`src/hdl/jgp_pkg.sv`:
```
`timescale 1ns / 1ps
`default_nettype none

package jgp_pkg;

  // Geometry defaults
  localparam int SCREEN_WIDTH_DEF = 320;
  localparam int CHAR_WIDTH_DEF   = 8;
  localparam int CHAR_HEIGHT_DEF  = 16;

  localparam logic [7:0] TEXT_COLOR_RESET = 8'd15;

  // Request operation codes
  localparam logic OP_SET_POS = 1'b0;
  localparam logic OP_TEXT    = 1'b1;

  // Control bytes
  localparam logic [7:0] BYTE_NUL = 8'd0;
  localparam logic [7:0] BYTE_TAB = 8'd9;
  localparam logic [7:0] BYTE_LF  = 8'd10;

  typedef struct packed {
    logic [7:0] initial_glyph;
    logic       initial_present;
    logic [6:0] medial_glyph;
    logic       medial_present;
    logic [6:0] final_glyph;
    logic       final_present;
  } jamo_t;

  typedef struct packed {
    logic       is_hangul;
    logic [9:0] place_x;
    logic [9:0] place_y;
    logic [7:0] color;
    logic [6:0] english_code;
    jamo_t      jamo;
  } result_t;

endpackage

`default_nettype wire

```
`src/hdl/jgp_in_if.sv`:
```
`timescale 1ns / 1ps
`default_nettype none

interface jgp_in_if;
  logic       valid;
  logic       ready;
  logic       operation;
  logic [9:0] new_x;
  logic [9:0] new_y;
  logic [7:0] code_byte;

  modport source(output valid, output operation, output new_x, output new_y,
                 output code_byte, input ready);
  modport sink(input valid, input operation, input new_x, input new_y,
               input code_byte, output ready);
endinterface

`default_nettype wire

```
`src/hdl/jgp_out_if.sv`:
```
`timescale 1ns / 1ps
`default_nettype none

interface jgp_out_if;
  logic       valid;
  logic       ready;
  logic       is_hangul;
  logic [9:0] place_x;
  logic [9:0] place_y;
  logic [7:0] color;
  logic [6:0] english_code;
  logic [7:0] initial_glyph;
  logic       initial_present;
  logic [6:0] medial_glyph;
  logic       medial_present;
  logic [6:0] final_glyph;
  logic       final_present;

  modport source(output valid, output is_hangul, output place_x, output place_y,
                 output color, output english_code, output initial_glyph,
                 output initial_present, output medial_glyph, output medial_present,
                 output final_glyph, output final_present, input ready);
  modport sink(input valid, input is_hangul, input place_x, input place_y,
               input color, input english_code, input initial_glyph,
               input initial_present, input medial_glyph, input medial_present,
               input final_glyph, input final_present, output ready);
endinterface

`default_nettype wire

```
`src/hdl/jgp_hangul_dec.sv`:
```
`timescale 1ns / 1ps
`default_nettype none

// Split a Johab pair into jamo and pick font variants.
module jgp_hangul_dec (
  input  wire logic [7:0]     lead_byte,
  input  wire logic [7:0]     trail_byte,
  output jgp_pkg::jamo_t      jamo
);

  function automatic logic [4:0] ini_map(input logic [4:0] c);
    logic [4:0] r;
    r = 5'd0;
    if (c >= 5'd2 && c <= 5'd20) r = c - 5'd1;
    return r;
  endfunction

  function automatic logic [4:0] med_map(input logic [4:0] c);
    logic [4:0] r;
    case (c)
      5'd3:  r = 5'd1;   5'd4:  r = 5'd2;   5'd5:  r = 5'd3;
      5'd6:  r = 5'd4;   5'd7:  r = 5'd5;   5'd10: r = 5'd6;
      5'd11: r = 5'd7;   5'd12: r = 5'd8;   5'd13: r = 5'd9;
      5'd14: r = 5'd10;  5'd15: r = 5'd11;  5'd18: r = 5'd12;
      5'd19: r = 5'd13;  5'd20: r = 5'd14;  5'd21: r = 5'd15;
      5'd22: r = 5'd16;  5'd23: r = 5'd17;  5'd26: r = 5'd18;
      5'd27: r = 5'd19;  5'd28: r = 5'd20;  5'd29: r = 5'd21;
      default: r = 5'd0;
    endcase
    return r;
  endfunction

  function automatic logic [4:0] fin_map(input logic [4:0] c);
    logic [4:0] r;
    r = 5'd0;
    if (c >= 5'd2 && c <= 5'd17) r = c - 5'd1;
    else if (c >= 5'd19 && c <= 5'd29) r = c - 5'd2;
    return r;
  endfunction

  // Final variant by medial index.
  function automatic logic [1:0] fin_var(input logic [4:0] m);
    logic [1:0] r;
    case (m)
      5'd2, 5'd4, 5'd6, 5'd8, 5'd11, 5'd16:                 r = 2'd2;
      5'd5, 5'd7, 5'd12, 5'd15, 5'd17, 5'd20, 5'd21:        r = 2'd1;
      5'd9, 5'd13, 5'd14, 5'd18, 5'd19:                     r = 2'd3;
      default:                                              r = 2'd0;
    endcase
    return r;
  endfunction

  // Medial variant by initial index and whether a final is present.
  function automatic logic [1:0] med_var(input logic has_fin, input logic [4:0] i);
    logic [1:0] r;
    if (i == 5'd0) r = 2'd0;
    else if (i == 5'd1 || i == 5'd16) r = has_fin ? 2'd2 : 2'd0;
    else r = has_fin ? 2'd3 : 2'd1;
    return r;
  endfunction

  // Initial variant by medial index and whether a final is present.
  function automatic logic [2:0] ini_var(input logic has_fin, input logic [4:0] m);
    logic [2:0] r;
    if (!has_fin) begin
      case (m)
        5'd9, 5'd13, 5'd19:                    r = 3'd1;
        5'd14, 5'd18:                          r = 3'd2;
        5'd10, 5'd11, 5'd12, 5'd20:            r = 3'd3;
        5'd15, 5'd16, 5'd17:                   r = 3'd4;
        default:                               r = 3'd0;
      endcase
    end else begin
      case (m)
        5'd0:                                  r = 3'd0;
        5'd9, 5'd13, 5'd14, 5'd18, 5'd19:      r = 3'd6;
        5'd10, 5'd11, 5'd12, 5'd15, 5'd16, 5'd17, 5'd20: r = 3'd7;
        default:                               r = 3'd5;
      endcase
    end
    return r;
  endfunction

  logic [4:0] fi, mi, la;
  logic       has_fin;
  logic [2:0] vi;
  logic [1:0] vm, vf;

  always_comb begin
    fi      = ini_map(lead_byte[6:2]);
    mi      = med_map({lead_byte[1:0], trail_byte[7:5]});
    la      = fin_map(trail_byte[4:0]);
    has_fin = (la != 5'd0);
    vf      = fin_var(mi);
    vm      = med_var(has_fin, fi);
    vi      = ini_var(has_fin, mi);

    jamo.initial_present = (fi != 5'd0);
    jamo.medial_present  = (mi != 5'd0);
    jamo.final_present   = has_fin;
    jamo.initial_glyph   = jamo.initial_present ?
                           ({5'd0, vi} * 8'd20 + {3'd0, fi}) : 8'd0;
    jamo.medial_glyph    = jamo.medial_present ?
                           ({5'd0, vm} * 7'd22 + {2'd0, mi}) : 7'd0;
    jamo.final_glyph     = has_fin ?
                           ({5'd0, vf} * 7'd28 + {2'd0, la}) : 7'd0;
  end

endmodule

`default_nettype wire

```
`src/hdl/jgp_out_buf.sv`:
```
`timescale 1ns / 1ps
`default_nettype none

// Output register with a skid entry behind it.
module jgp_out_buf (
  input  wire logic              clk,
  input  wire logic              rst,
  input  wire logic              push,
  input  wire jgp_pkg::result_t  push_data,
  output logic                   push_ready,
  output logic                   out_valid,
  output jgp_pkg::result_t       out_data,
  input  wire logic              out_ready
);

  logic             main_valid;
  jgp_pkg::result_t main_data;
  logic             skid_valid;
  jgp_pkg::result_t skid_data;
  logic             pop;

  assign pop        = main_valid && out_ready;
  assign push_ready = !skid_valid;
  assign out_valid  = main_valid;
  assign out_data   = main_data;

  always_ff @(posedge clk) begin
    if (rst) begin
      main_valid <= 1'b0;
      skid_valid <= 1'b0;
    end else if (pop) begin
      if (skid_valid) begin
        main_data  <= skid_data;
        skid_valid <= 1'b0;
      end else begin
        main_valid <= push;
        main_data  <= push_data;
      end
    end else if (!main_valid) begin
      main_valid <= push;
      main_data  <= push_data;
    end else if (push) begin
      skid_valid <= 1'b1;
      skid_data  <= push_data;
    end
  end

endmodule

`default_nettype wire

```
`src/hdl/johab_text_glyph_placer.sv`:
```
`timescale 1ns / 1ps
`default_nettype none

// Johab text glyph placer.
// text_in carries requests: operation 0 loads the cursor from new_x/new_y,
// operation 1 hands over one text byte in code_byte. glyph_out carries one
// placement per character: position, color, an English code or
// three Hangul jamo font indices with present flags.
// A byte above 127 is held as a lead byte and produces its glyph with the
// next text byte. Tab, newline, zero bytes, lead bytes and cursor loads
// update state only and produce nothing.
// Throughput: one request per cycle while text_in.ready is high. The cursor update and
// the glyph decode are finished in the cycle of acceptance, so the next request sees the
// new cursor at once. Unless glyph_out stalls, a result is valid the cycle after its request.
// Writes to text_color (cfg_we/cfg_data) take effect on the next request.
// When glyph_out stalls, the output register holds and one more result
// lands in a skid entry; text_in.ready drops only while that entry is full.
// Reset (rst, synchronous) clears the cursor, the pending lead byte and
// both output entries, and loads text_color with 15.
module johab_text_glyph_placer #(
  parameter int SCREEN_WIDTH = jgp_pkg::SCREEN_WIDTH_DEF,
  parameter int CHAR_WIDTH   = jgp_pkg::CHAR_WIDTH_DEF,
  parameter int CHAR_HEIGHT  = jgp_pkg::CHAR_HEIGHT_DEF
) (
  input  wire logic        clk,
  input  wire logic        rst,
  input  wire logic        cfg_we,
  input  wire logic [7:0]  cfg_data,
  jgp_in_if.sink           text_in,
  jgp_out_if.source        glyph_out
);

  localparam logic [10:0] CurMax      = 11'd1023;
  localparam logic [10:0] EngLimit    = 11'(SCREEN_WIDTH - CHAR_WIDTH);
  localparam logic [10:0] HanLimit    = 11'(SCREEN_WIDTH - 2 * CHAR_WIDTH);
  localparam logic [10:0] EngStep     = 11'(CHAR_WIDTH);
  localparam logic [10:0] HanStep     = 11'(2 * CHAR_WIDTH);
  localparam logic [10:0] RowStep     = 11'(CHAR_HEIGHT);
  // Column number by reciprocal multiply; exact for any 10-bit cursor.
  localparam int          RecipShift  = 20;
  localparam logic [18:0] TabRecip    = 19'((2 ** RecipShift + CHAR_WIDTH - 1) / CHAR_WIDTH);

  function automatic logic [9:0] sat_add(input logic [9:0] a, input logic [10:0] b);
    logic [10:0] s;
    s = {1'b0, a} + b;
    return (s > CurMax) ? CurMax[9:0] : s[9:0];
  endfunction

  // State
  logic [7:0] text_color;
  logic [9:0] cursor_x, cursor_x_next;
  logic [9:0] cursor_y, cursor_y_next;
  logic       lead_pending, lead_pending_next;
  logic [7:0] lead_byte, lead_byte_next;

  logic             accept;
  logic             push;
  logic             push_ready;
  jgp_pkg::result_t res;
  jgp_pkg::jamo_t   jamo;
  jgp_pkg::result_t out_data;
  logic             out_valid;

  logic [28:0] col_prod;
  logic [2:0]  col_low;
  logic [10:0] tab_adv;
  logic        wrap;
  logic [9:0]  px, py;

  jgp_hangul_dec u_dec (
    .lead_byte  (lead_byte),
    .trail_byte (text_in.code_byte),
    .jamo       (jamo)
  );

  assign accept        = text_in.valid && push_ready;
  assign text_in.ready = push_ready;

  always_comb begin
    col_prod = 29'(cursor_x) * 29'(TabRecip);
    col_low  = col_prod[RecipShift +: 3];
    tab_adv  = 11'((4'd8 - {1'b0, col_low}) * CHAR_WIDTH);

    // Wrap check against the limit for the glyph kind this byte would place.
    wrap = lead_pending ? ({1'b0, cursor_x} > HanLimit) : ({1'b0, cursor_x} > EngLimit);
    px   = wrap ? 10'd0 : cursor_x;
    py   = wrap ? sat_add(cursor_y, RowStep) : cursor_y;

    cursor_x_next     = cursor_x;
    cursor_y_next     = cursor_y;
    lead_pending_next = lead_pending;
    lead_byte_next    = lead_byte;
    push              = 1'b0;

    res              = '0;
    res.place_x      = px;
    res.place_y      = py;
    res.color        = text_color;

    if (text_in.operation == jgp_pkg::OP_SET_POS) begin
      cursor_x_next     = text_in.new_x;
      cursor_y_next     = text_in.new_y;
      lead_pending_next = 1'b0;
    end else if (lead_pending) begin
      // Any byte completes the pair.
      lead_pending_next = 1'b0;
      push              = 1'b1;
      res.is_hangul     = 1'b1;
      res.jamo          = jamo;
      cursor_x_next     = sat_add(px, HanStep);
      cursor_y_next     = py;
    end else if (text_in.code_byte == jgp_pkg::BYTE_NUL) begin
      // Drop.
    end else if (text_in.code_byte == jgp_pkg::BYTE_TAB) begin
      cursor_x_next = sat_add(cursor_x, tab_adv);
    end else if (text_in.code_byte == jgp_pkg::BYTE_LF) begin
      cursor_x_next = 10'd0;
      cursor_y_next = sat_add(cursor_y, RowStep);
    end else if (text_in.code_byte[7]) begin
      lead_byte_next    = text_in.code_byte;
      lead_pending_next = 1'b1;
    end else begin
      push             = 1'b1;
      res.english_code = text_in.code_byte[6:0];
      cursor_x_next    = sat_add(px, EngStep);
      cursor_y_next    = py;
    end
  end

  always_ff @(posedge clk) begin
    if (rst) begin
      text_color   <= jgp_pkg::TEXT_COLOR_RESET;
      cursor_x     <= 10'd0;
      cursor_y     <= 10'd0;
      lead_pending <= 1'b0;
      lead_byte    <= 8'd0;
    end else begin
      if (cfg_we) begin
        text_color <= cfg_data;
      end
      if (accept) begin
        cursor_x     <= cursor_x_next;
        cursor_y     <= cursor_y_next;
        lead_pending <= lead_pending_next;
        lead_byte    <= lead_byte_next;
      end
    end
  end

  jgp_out_buf u_out (
    .clk        (clk),
    .rst        (rst),
    .push       (accept && push),
    .push_data  (res),
    .push_ready (push_ready),
    .out_valid  (out_valid),
    .out_data   (out_data),
    .out_ready  (glyph_out.ready)
  );

  assign glyph_out.valid           = out_valid;
  assign glyph_out.is_hangul       = out_data.is_hangul;
  assign glyph_out.place_x         = out_data.place_x;
  assign glyph_out.place_y         = out_data.place_y;
  assign glyph_out.color           = out_data.color;
  assign glyph_out.english_code    = out_data.english_code;
  assign glyph_out.initial_glyph   = out_data.jamo.initial_glyph;
  assign glyph_out.initial_present = out_data.jamo.initial_present;
  assign glyph_out.medial_glyph    = out_data.jamo.medial_glyph;
  assign glyph_out.medial_present  = out_data.jamo.medial_present;
  assign glyph_out.final_glyph     = out_data.jamo.final_glyph;
  assign glyph_out.final_present   = out_data.jamo.final_present;

endmodule

`default_nettype wire

```
`src/flat_wrapper.sv`:
```
// flat-port wrapper written by rule: the top's interface ports become plain ports
module johab_text_glyph_placer_flat 
#(
  parameter int SCREEN_WIDTH = jgp_pkg::SCREEN_WIDTH_DEF,
  parameter int CHAR_WIDTH   = jgp_pkg::CHAR_WIDTH_DEF,
  parameter int CHAR_HEIGHT  = jgp_pkg::CHAR_HEIGHT_DEF
)
  (clk, rst, cfg_we, cfg_data, text_in_valid, text_in_operation, text_in_new_x, text_in_new_y, text_in_code_byte, text_in_ready, glyph_out_valid, glyph_out_is_hangul, glyph_out_place_x, glyph_out_place_y, glyph_out_color, glyph_out_english_code, glyph_out_initial_glyph, glyph_out_initial_present, glyph_out_medial_glyph, glyph_out_medial_present, glyph_out_final_glyph, glyph_out_final_present, glyph_out_ready);
  jgp_in_if text_in_i ();
  jgp_out_if glyph_out_i ();
  input  wire logic clk;
  input  wire logic rst;
  input  wire logic cfg_we;
  input  wire logic [7:0] cfg_data;
  input wire logic [$bits(text_in_i.valid)-1:0] text_in_valid;
  input wire logic [$bits(text_in_i.operation)-1:0] text_in_operation;
  input wire logic [$bits(text_in_i.new_x)-1:0] text_in_new_x;
  input wire logic [$bits(text_in_i.new_y)-1:0] text_in_new_y;
  input wire logic [$bits(text_in_i.code_byte)-1:0] text_in_code_byte;
  output wire logic [$bits(text_in_i.ready)-1:0] text_in_ready;
  output wire logic [$bits(glyph_out_i.valid)-1:0] glyph_out_valid;
  output wire logic [$bits(glyph_out_i.is_hangul)-1:0] glyph_out_is_hangul;
  output wire logic [$bits(glyph_out_i.place_x)-1:0] glyph_out_place_x;
  output wire logic [$bits(glyph_out_i.place_y)-1:0] glyph_out_place_y;
  output wire logic [$bits(glyph_out_i.color)-1:0] glyph_out_color;
  output wire logic [$bits(glyph_out_i.english_code)-1:0] glyph_out_english_code;
  output wire logic [$bits(glyph_out_i.initial_glyph)-1:0] glyph_out_initial_glyph;
  output wire logic [$bits(glyph_out_i.initial_present)-1:0] glyph_out_initial_present;
  output wire logic [$bits(glyph_out_i.medial_glyph)-1:0] glyph_out_medial_glyph;
  output wire logic [$bits(glyph_out_i.medial_present)-1:0] glyph_out_medial_present;
  output wire logic [$bits(glyph_out_i.final_glyph)-1:0] glyph_out_final_glyph;
  output wire logic [$bits(glyph_out_i.final_present)-1:0] glyph_out_final_present;
  input wire logic [$bits(glyph_out_i.ready)-1:0] glyph_out_ready;
  assign text_in_i.valid = text_in_valid;
  assign text_in_i.operation = text_in_operation;
  assign text_in_i.new_x = text_in_new_x;
  assign text_in_i.new_y = text_in_new_y;
  assign text_in_i.code_byte = text_in_code_byte;
  assign text_in_ready = text_in_i.ready;
  assign glyph_out_valid = glyph_out_i.valid;
  assign glyph_out_is_hangul = glyph_out_i.is_hangul;
  assign glyph_out_place_x = glyph_out_i.place_x;
  assign glyph_out_place_y = glyph_out_i.place_y;
  assign glyph_out_color = glyph_out_i.color;
  assign glyph_out_english_code = glyph_out_i.english_code;
  assign glyph_out_initial_glyph = glyph_out_i.initial_glyph;
  assign glyph_out_initial_present = glyph_out_i.initial_present;
  assign glyph_out_medial_glyph = glyph_out_i.medial_glyph;
  assign glyph_out_medial_present = glyph_out_i.medial_present;
  assign glyph_out_final_glyph = glyph_out_i.final_glyph;
  assign glyph_out_final_present = glyph_out_i.final_present;
  assign glyph_out_i.ready = glyph_out_ready;
  johab_text_glyph_placer #(.SCREEN_WIDTH(SCREEN_WIDTH), .CHAR_WIDTH(CHAR_WIDTH), .CHAR_HEIGHT(CHAR_HEIGHT)) u_core (.clk(clk), .rst(rst), .cfg_we(cfg_we), .cfg_data(cfg_data), .text_in(text_in_i), .glyph_out(glyph_out_i));
endmodule
```
`config.mk`:
```
export PLATFORM = sky130hd
export DESIGN_NAME = johab_text_glyph_placer_flat
export DESIGN_NICKNAME = d
export VERILOG_FILES = /design/src/hdl/jgp_pkg.sv /design/src/hdl/jgp_in_if.sv /design/src/hdl/jgp_out_if.sv /design/src/hdl/jgp_hangul_dec.sv /design/src/hdl/jgp_out_buf.sv /design/src/hdl/johab_text_glyph_placer.sv /design/src/flat_wrapper.sv
export SDC_FILE = /design/constraint.sdc
export NUM_CORES = 1
export LEC_CHECK = 0
export BUFFER_PORTS_ARGS = -buffer_cell sky130_fd_sc_hd__buf_2
export CAP_MARGIN = 20
export CORE_MARGIN = 5
export CORE_UTILIZATION = 54
export CTS_CLUSTER_DIAMETER = 50
export DETAILED_ROUTE_END_ITERATION = 10
export MAX_ROUTING_LAYER = met4
export PLACE_DENSITY = 0.82
export REMOVE_ABC_BUFFERS = 1
export SLEW_MARGIN = 20
export SYNTH_ARGS = -nofsm -noshare
export SYNTH_HDL_FRONTEND = slang
export SYNTH_HIERARCHICAL = 1
export SYNTH_SLANG_ARGS = --single-unit
```
`constraint.sdc`:
```
create_clock -name clk -period 4.2 [get_ports clk]
set_input_delay 0.42 -clock clk [delete_from_list [all_inputs] [get_ports clk]]
set_output_delay 0.42 -clock clk [all_outputs]
set_load 0.005 [all_outputs]
```
==> results of run 1 <==
[state kept, by name (all words and copies together), names as in the netlist]
name                     flops
u_core/lead_byte             7
u_core/lead_pending          1
u_core/cursor_y             10
u_core/u_out/out_valid       1
u_core/u_out/skid_data      61
u_core/cursor_x             10
u_core/u_out/out_data       61
u_core/u_out/skid_valid      1
u_core/text_color            8
[per-layer routing]
layer	GRT usage	wire length [um]	vias to the layer above
li1	-	-	3173
met1	0.273	8810	3123
met2	0.322	9180	229
met3	0.0426	1240	43
met4	0.0699	433	0
met5	-	0	-
[worst max-delay path, delay by kind of cell (launching register included)]
kind,cells,cell delay [ns]
compound gates,4,0.76
flops,1,0.37
fa+ha+maj,3,0.77
simple gates,6,0.69
xor+xnor,1,0.16
mux,2,0.56
buf+inv,2,0.27
[cell type report]
class,instances,area share
Sequential cell,160,0.419
Multi-Input combinational cell,550,0.408
Timing Repair Buffer,139,0.0765
Clock buffer,19,0.0429
Tap cell,220,0.0261
Inverter,45,0.0160
Clock inverter,13,0.0110
Antenna cell,1,0.000237
[power groups by stage]
stage / combinational, uW / sequential [uW] / clock [uW]
after floorplan: 366 / 1840 / 0
final: 589 / 1800 / 1470
after detailed placement: 584 / 1840 / 0
after global placement: 567 / 1840 / 0
after CTS: 590 / 1800 / 1490
after global routing: 651 / 1810 / 1580
[final timing paths]
path	endpoint	slack (ns)	cells past startpoint
worst max-delay path	u_core/u_out/out_data[23]	0.35	18
worst min register to register	u_core/u_out/skid_data[32]	0.46	0
worst min-delay path	u_core/text_color[1]	0.21	3
worst max register to register	u_core/u_out/out_data[23]	0.35	18
[metrics by stage]
step           cell area [sq um]  hold WS (ns)  std cells  utilization  setup WS (ns)
3_3_place_gp                9980         0.437       1114        0.602         0.0870
5_1_grt                    10600         0.223       1147        0.637         0.0489
6_report                   10600         0.209       1147        0.637          0.346
4_1_cts                    10600         0.205       1146        0.636          0.300
3_5_place_dp                9980         0.446       1114        0.602        -0.0676
2_1_floorplan               8890         0.424        755            -         0.0426
[timing repair]
item | 4_1_cts | 5_1_grt
setup buffers | 0 | 0
setup endpoints to repair | 0 | 1
gates resized for setup | 0 | 1
==> impl_metrics.ini, run 1 <==
[outcome]
status = finished, final reports clean

[cells_and_area]
syn2layout_area_growth_pct = 15.4
final_cell_mix = edfxtp_1, buf_2, nor2_1, mux2_2, ha_1
multi_input_area_sq_mm = 0.00431
final_common_cell = edfxtp_1
final_nets = 1007
nFillCells = 1303
register_area_sq_mm = 0.00443
drive_above_1_share = 0.282

[pwr]
power_density_mw_per_mm2 = 366
p_comb_frac = 0.152
p_sw_frac = 0.267
seq_power_share = 0.467
power.internal_uw = 2830
p_leak_uw = 0.00446
p_total_uw = 3860
power_frac_clock = 0.380
netSwitchingPower_uw = 1030
irDropWorstVdd_mv = 0.289

[drt]
finalWirelength_mm = 19.7
drtIter0Drc = 458
drcViolationCount = 0
detail_route.vias_per_cell = 5.73
via_count = 6568
detail_route.first_pass.iterations = 5
antenna_left = 0
wl_per_cell_um = 17.1

[worst_setup_path]
critPathKind = flop to flop
critPathLaunchType = flop
cp_common_cell = ha_1
slowest_stage = dfxtp_1
r2r_start = u_core/lead_byte[0]
path_max_fanout = 12
path_cells = buf_4, nor2_1, a21oi_1, inv_1, ha_1, and3b_1, nor4_1, a311oi_1, a311oi_1, mux2_2, ha_1, ha_1, nor2b_1, o21ai_0, xor2_1, nor2_1, and3_1, mux2_2
required_ns = 4.37
slowest_delay_ns = 0.37
cp-startpoint = u_core/lead_byte[0]
cp.arrival_ns = 4.03
cp-end-kind = flop

[flow_run]
drv_cap = 0

[placement]
io_buffers = 104
dp_hpwl_mm = 13.6
place_congestion = 0.913

[timing]
fmax_ghz = 0.259
drv_slew = 0
setup_viol = 0
setup_tns_ns = 0
max_slew_margin = 0.326
fin_crit_sh = 0.918
skew_ns = 0.0106
rsz0062_at_grt = no
tightest_slew_ns = 1.01
period_needed_ns = 3.85
hold_viol = 0

[clocking]
cts_buffer_depth = 2
insertion_delay_ns = 0.43
cts_sinks = 160
clkSlewWorstSetupHoldPaths_ns = 0.07
cts_tree = built
cts.root.buffer_cell = clkbuf_16
htree_levels = 4
hold_buffers = 0
cts-buffers-inserted = 17

[floorplan]
row_count = 47
die_y_um = 140
top_level_ports = 105
start_util = 0.552
dieArea_sq_mm = 0.0196
fp.dieW_um = 140
core_area_sq_mm = 0.0166

[global_route]
gr-total-overflow = 0
grt.total_usage = 0.208
antenna_found_initial = 1
grt_pass1_vias = 6486
grt_pass1_wl_mm = 32.4
grt_max_degree = 62

[worst_hold_path]
min_path_type = input port to flop
hp-start = cfg_data[1]

[yosys]
syn_inst = 799
synthesis.area_sq_mm = 0.00915
ys_warn_count = 6
syn_avg_cell_area_sq_um = 11.5
(Power assumes the default switching activity.)
==> inputs of run 2 (changes only) <==
--- a/config.mk
+++ b/config.mk
@@ -5,6 +5,7 @@
 export SDC_FILE = /design/constraint.sdc
 export NUM_CORES = 1
 export LEC_CHECK = 0
+export ABC_AREA = 1
 export BUFFER_PORTS_ARGS = -buffer_cell sky130_fd_sc_hd__buf_2
 export CAP_MARGIN = 20
 export CORE_MARGIN = 5
@@ -12,7 +13,7 @@
 export CTS_CLUSTER_DIAMETER = 50
 export DETAILED_ROUTE_END_ITERATION = 10
 export MAX_ROUTING_LAYER = met4
-export PLACE_DENSITY = 0.82
+export PLACE_DENSITY = 0.81
 export REMOVE_ABC_BUFFERS = 1
 export SLEW_MARGIN = 20
 export SYNTH_ARGS = -nofsm -noshare
==> impl_metrics.ini, run 2 <==
[clocking]
cts-buffers-inserted = 17
cts_sinks = 160
cts_tree = built
insertion_delay_ns = 0.43
hold_buffers = 0
post_cts_buffers = 0
cts.root.buffer_cell = clkbuf_16
cts_buffer_depth = 2
htree_levels = 4
cts_resized = 0
clkSlewWorstSetupHoldPaths_ns = 0.08

[cells_and_area]
final_common_cell = nand2_1
final_nets = 1345
diodes = 0
drive_above_1_share = 0.175
final_cell_mix = nand2_1, inv_1, edfxtp_1, nor2_1, buf_2
nFillCells = 1488
syn2layout_area_growth_pct = 13.5
instances_no_fill = 1489
design_area_sq_mm = 0.0108

[worst_setup_path]
cp-end-kind = flop
required_ns = 4.38
path_max_fanout = 9
slowest_stage = dfxtp_1
cp.arrival_ns = 3.84
critPathKind = flop to flop
cp.buffers_inverters = 5
r2r_slack_ns = 0.54
slowest_delay_ns = 0.39
critPathLaunchType = flop
cp_top_family = simple AND/OR/NAND/NOR gates
path_cells = nand2_1, inv_1, a31oi_1, inv_1, ha_1, o21ai_1, nand2_1, nand3_1, inv_1, nand2_1, nand2_1, ha_1, ha_1, inv_1, or2_2, a21oi_1, xor2_1, nor2_1, inv_1, nor2_1, o21ai_0, nand2_1

[yosys]
synthesis.area_sq_mm = 0.00954
syn_avg_cell_area_sq_um = 8.25
syn_inst = 1157
ys_warn_count = 6

[pwr]
p_comb_frac = 0.195
netSwitchingPower_uw = 1310
p_leak_uw = 0.00508
p_sw_frac = 0.310
power_density_mw_per_mm2 = 391
irDropWorstVdd_mv = 0.275
power_frac_clock = 0.375
p_total_uw = 4230
power.internal_uw = 2920
seq_power_share = 0.431

[timing]
fmax_ghz = 0.273
fin_crit_sh = 0.871
setup_viol = 0
period_needed_ns = 3.66
max_slew_margin = 0.348
skew_ns = 0.0116
tightest_slew_ns = 0.976
rsz0062_at_grt = no
hold_viol = 0
drv_slew = 0

[floorplan]
die_y_um = 143
top_level_ports = 105
dieArea_sq_mm = 0.0204
fp.dieW_um = 143
row_count = 48
core_area_sq_mm = 0.0173
start_util = 0.552

[placement]
dp.cells = 1457
place_congestion = 0.944
place_area_sq_mm = 0.0102
io_buffers = 104
dp_hpwl_mm = 14.6

[outcome]
status = finished, final reports clean

[drt]
antenna_left = 0
detail_route.vias_per_cell = 5.27
detail_route.first_pass.iterations = 5
via_count = 7850
drtIter0Drc = 611
drcViolationCount = 0
finalWirelength_mm = 21.5
wl_per_cell_um = 14.4

[global_route]
gr-total-overflow = 0
grt_pass1_vias = 7488
grt.total_usage = 0.224
grt_max_degree = 63
antenna_found_initial = 0
grt_pass1_wl_mm = 36.0

[worst_hold_path]
min_path_type = input port to flop

[flow_run]
drv_cap = 0
run 2: cell types whose count changed in the layout (fill, tap and decap cells not counted), moves of 29 or more:
| cell | change |
|---|---|
| nand3_1 | +40 |
| inv_1 | +97 |
| mux2_2 | -62 |
| and3_1 | -29 |
| nor2_1 | +55 |
| o21ai_0 | +86 |
| nand2_1 | +270 |
run 2: metrics by stage:
stage	utilization	hold slack [ns]	setup TNS, ns	setup slack [ns]
after floorplan	-	0.418	-12.81	-0.210
after global placement	0.589	0.433	0	0.366
after detailed placement	0.589	0.437	0	0.205
after CTS	0.626	0.174	0	0.562
after global routing	0.626	0.186	0	0.0117
final	0.626	0.194	0	0.544
run 2: layer usage:
metal	wire, um	global-route usage	vias to the layer above
met5	0	-	-
li1	-	-	3948
met3	1370	0.0372	34
met1	9570	0.294	3596
met2	10200	0.357	272
met4	391	0.0700	0
run 2: worst paths after layout:
kind | endpoint | startpoint | cells past startpoint
worst max register to register | u_core/u_out/out_data[23] | u_core/lead_byte[0] | 22
worst min-delay path | u_core/text_color[0] | cfg_data[0] | 3
worst max-delay path | u_core/u_out/out_data[23] | u_core/lead_byte[0] | 22
worst min register to register | u_core/u_out/skid_data[32] | u_core/text_color[0] | 0
run 2: area by class of cell:
type / count / area, sq um / area share
Sequential cell: 160 / 4420 / 0.409
Multi-Input combinational cell: 800 / 4280 / 0.395
Timing Repair Buffer: 114 / 608 / 0.0562
Inverter: 158 / 594 / 0.0549
Clock buffer: 18 / 450 / 0.0416
Tap cell: 225 / 282 / 0.0260
Clock inverter: 14 / 188 / 0.0173
run 2: power by group through the flow:
stage	logic, uW	clock network (uW)	registers [uW]
finish	824	1590	1820
floorplan	585	0	1860
global route	958	1690	1830
global placement	795	0	1860
detailed placement	810	0	1860
CTS	824	1620	1820
run 2: worst min-delay path: cells and delay by family:
| family | cells | cell delay, ns |
|---|---|---|
| buffers and inverters | 1 | 0.07 |
| and+or+nand+nor | 2 | 0.10 |
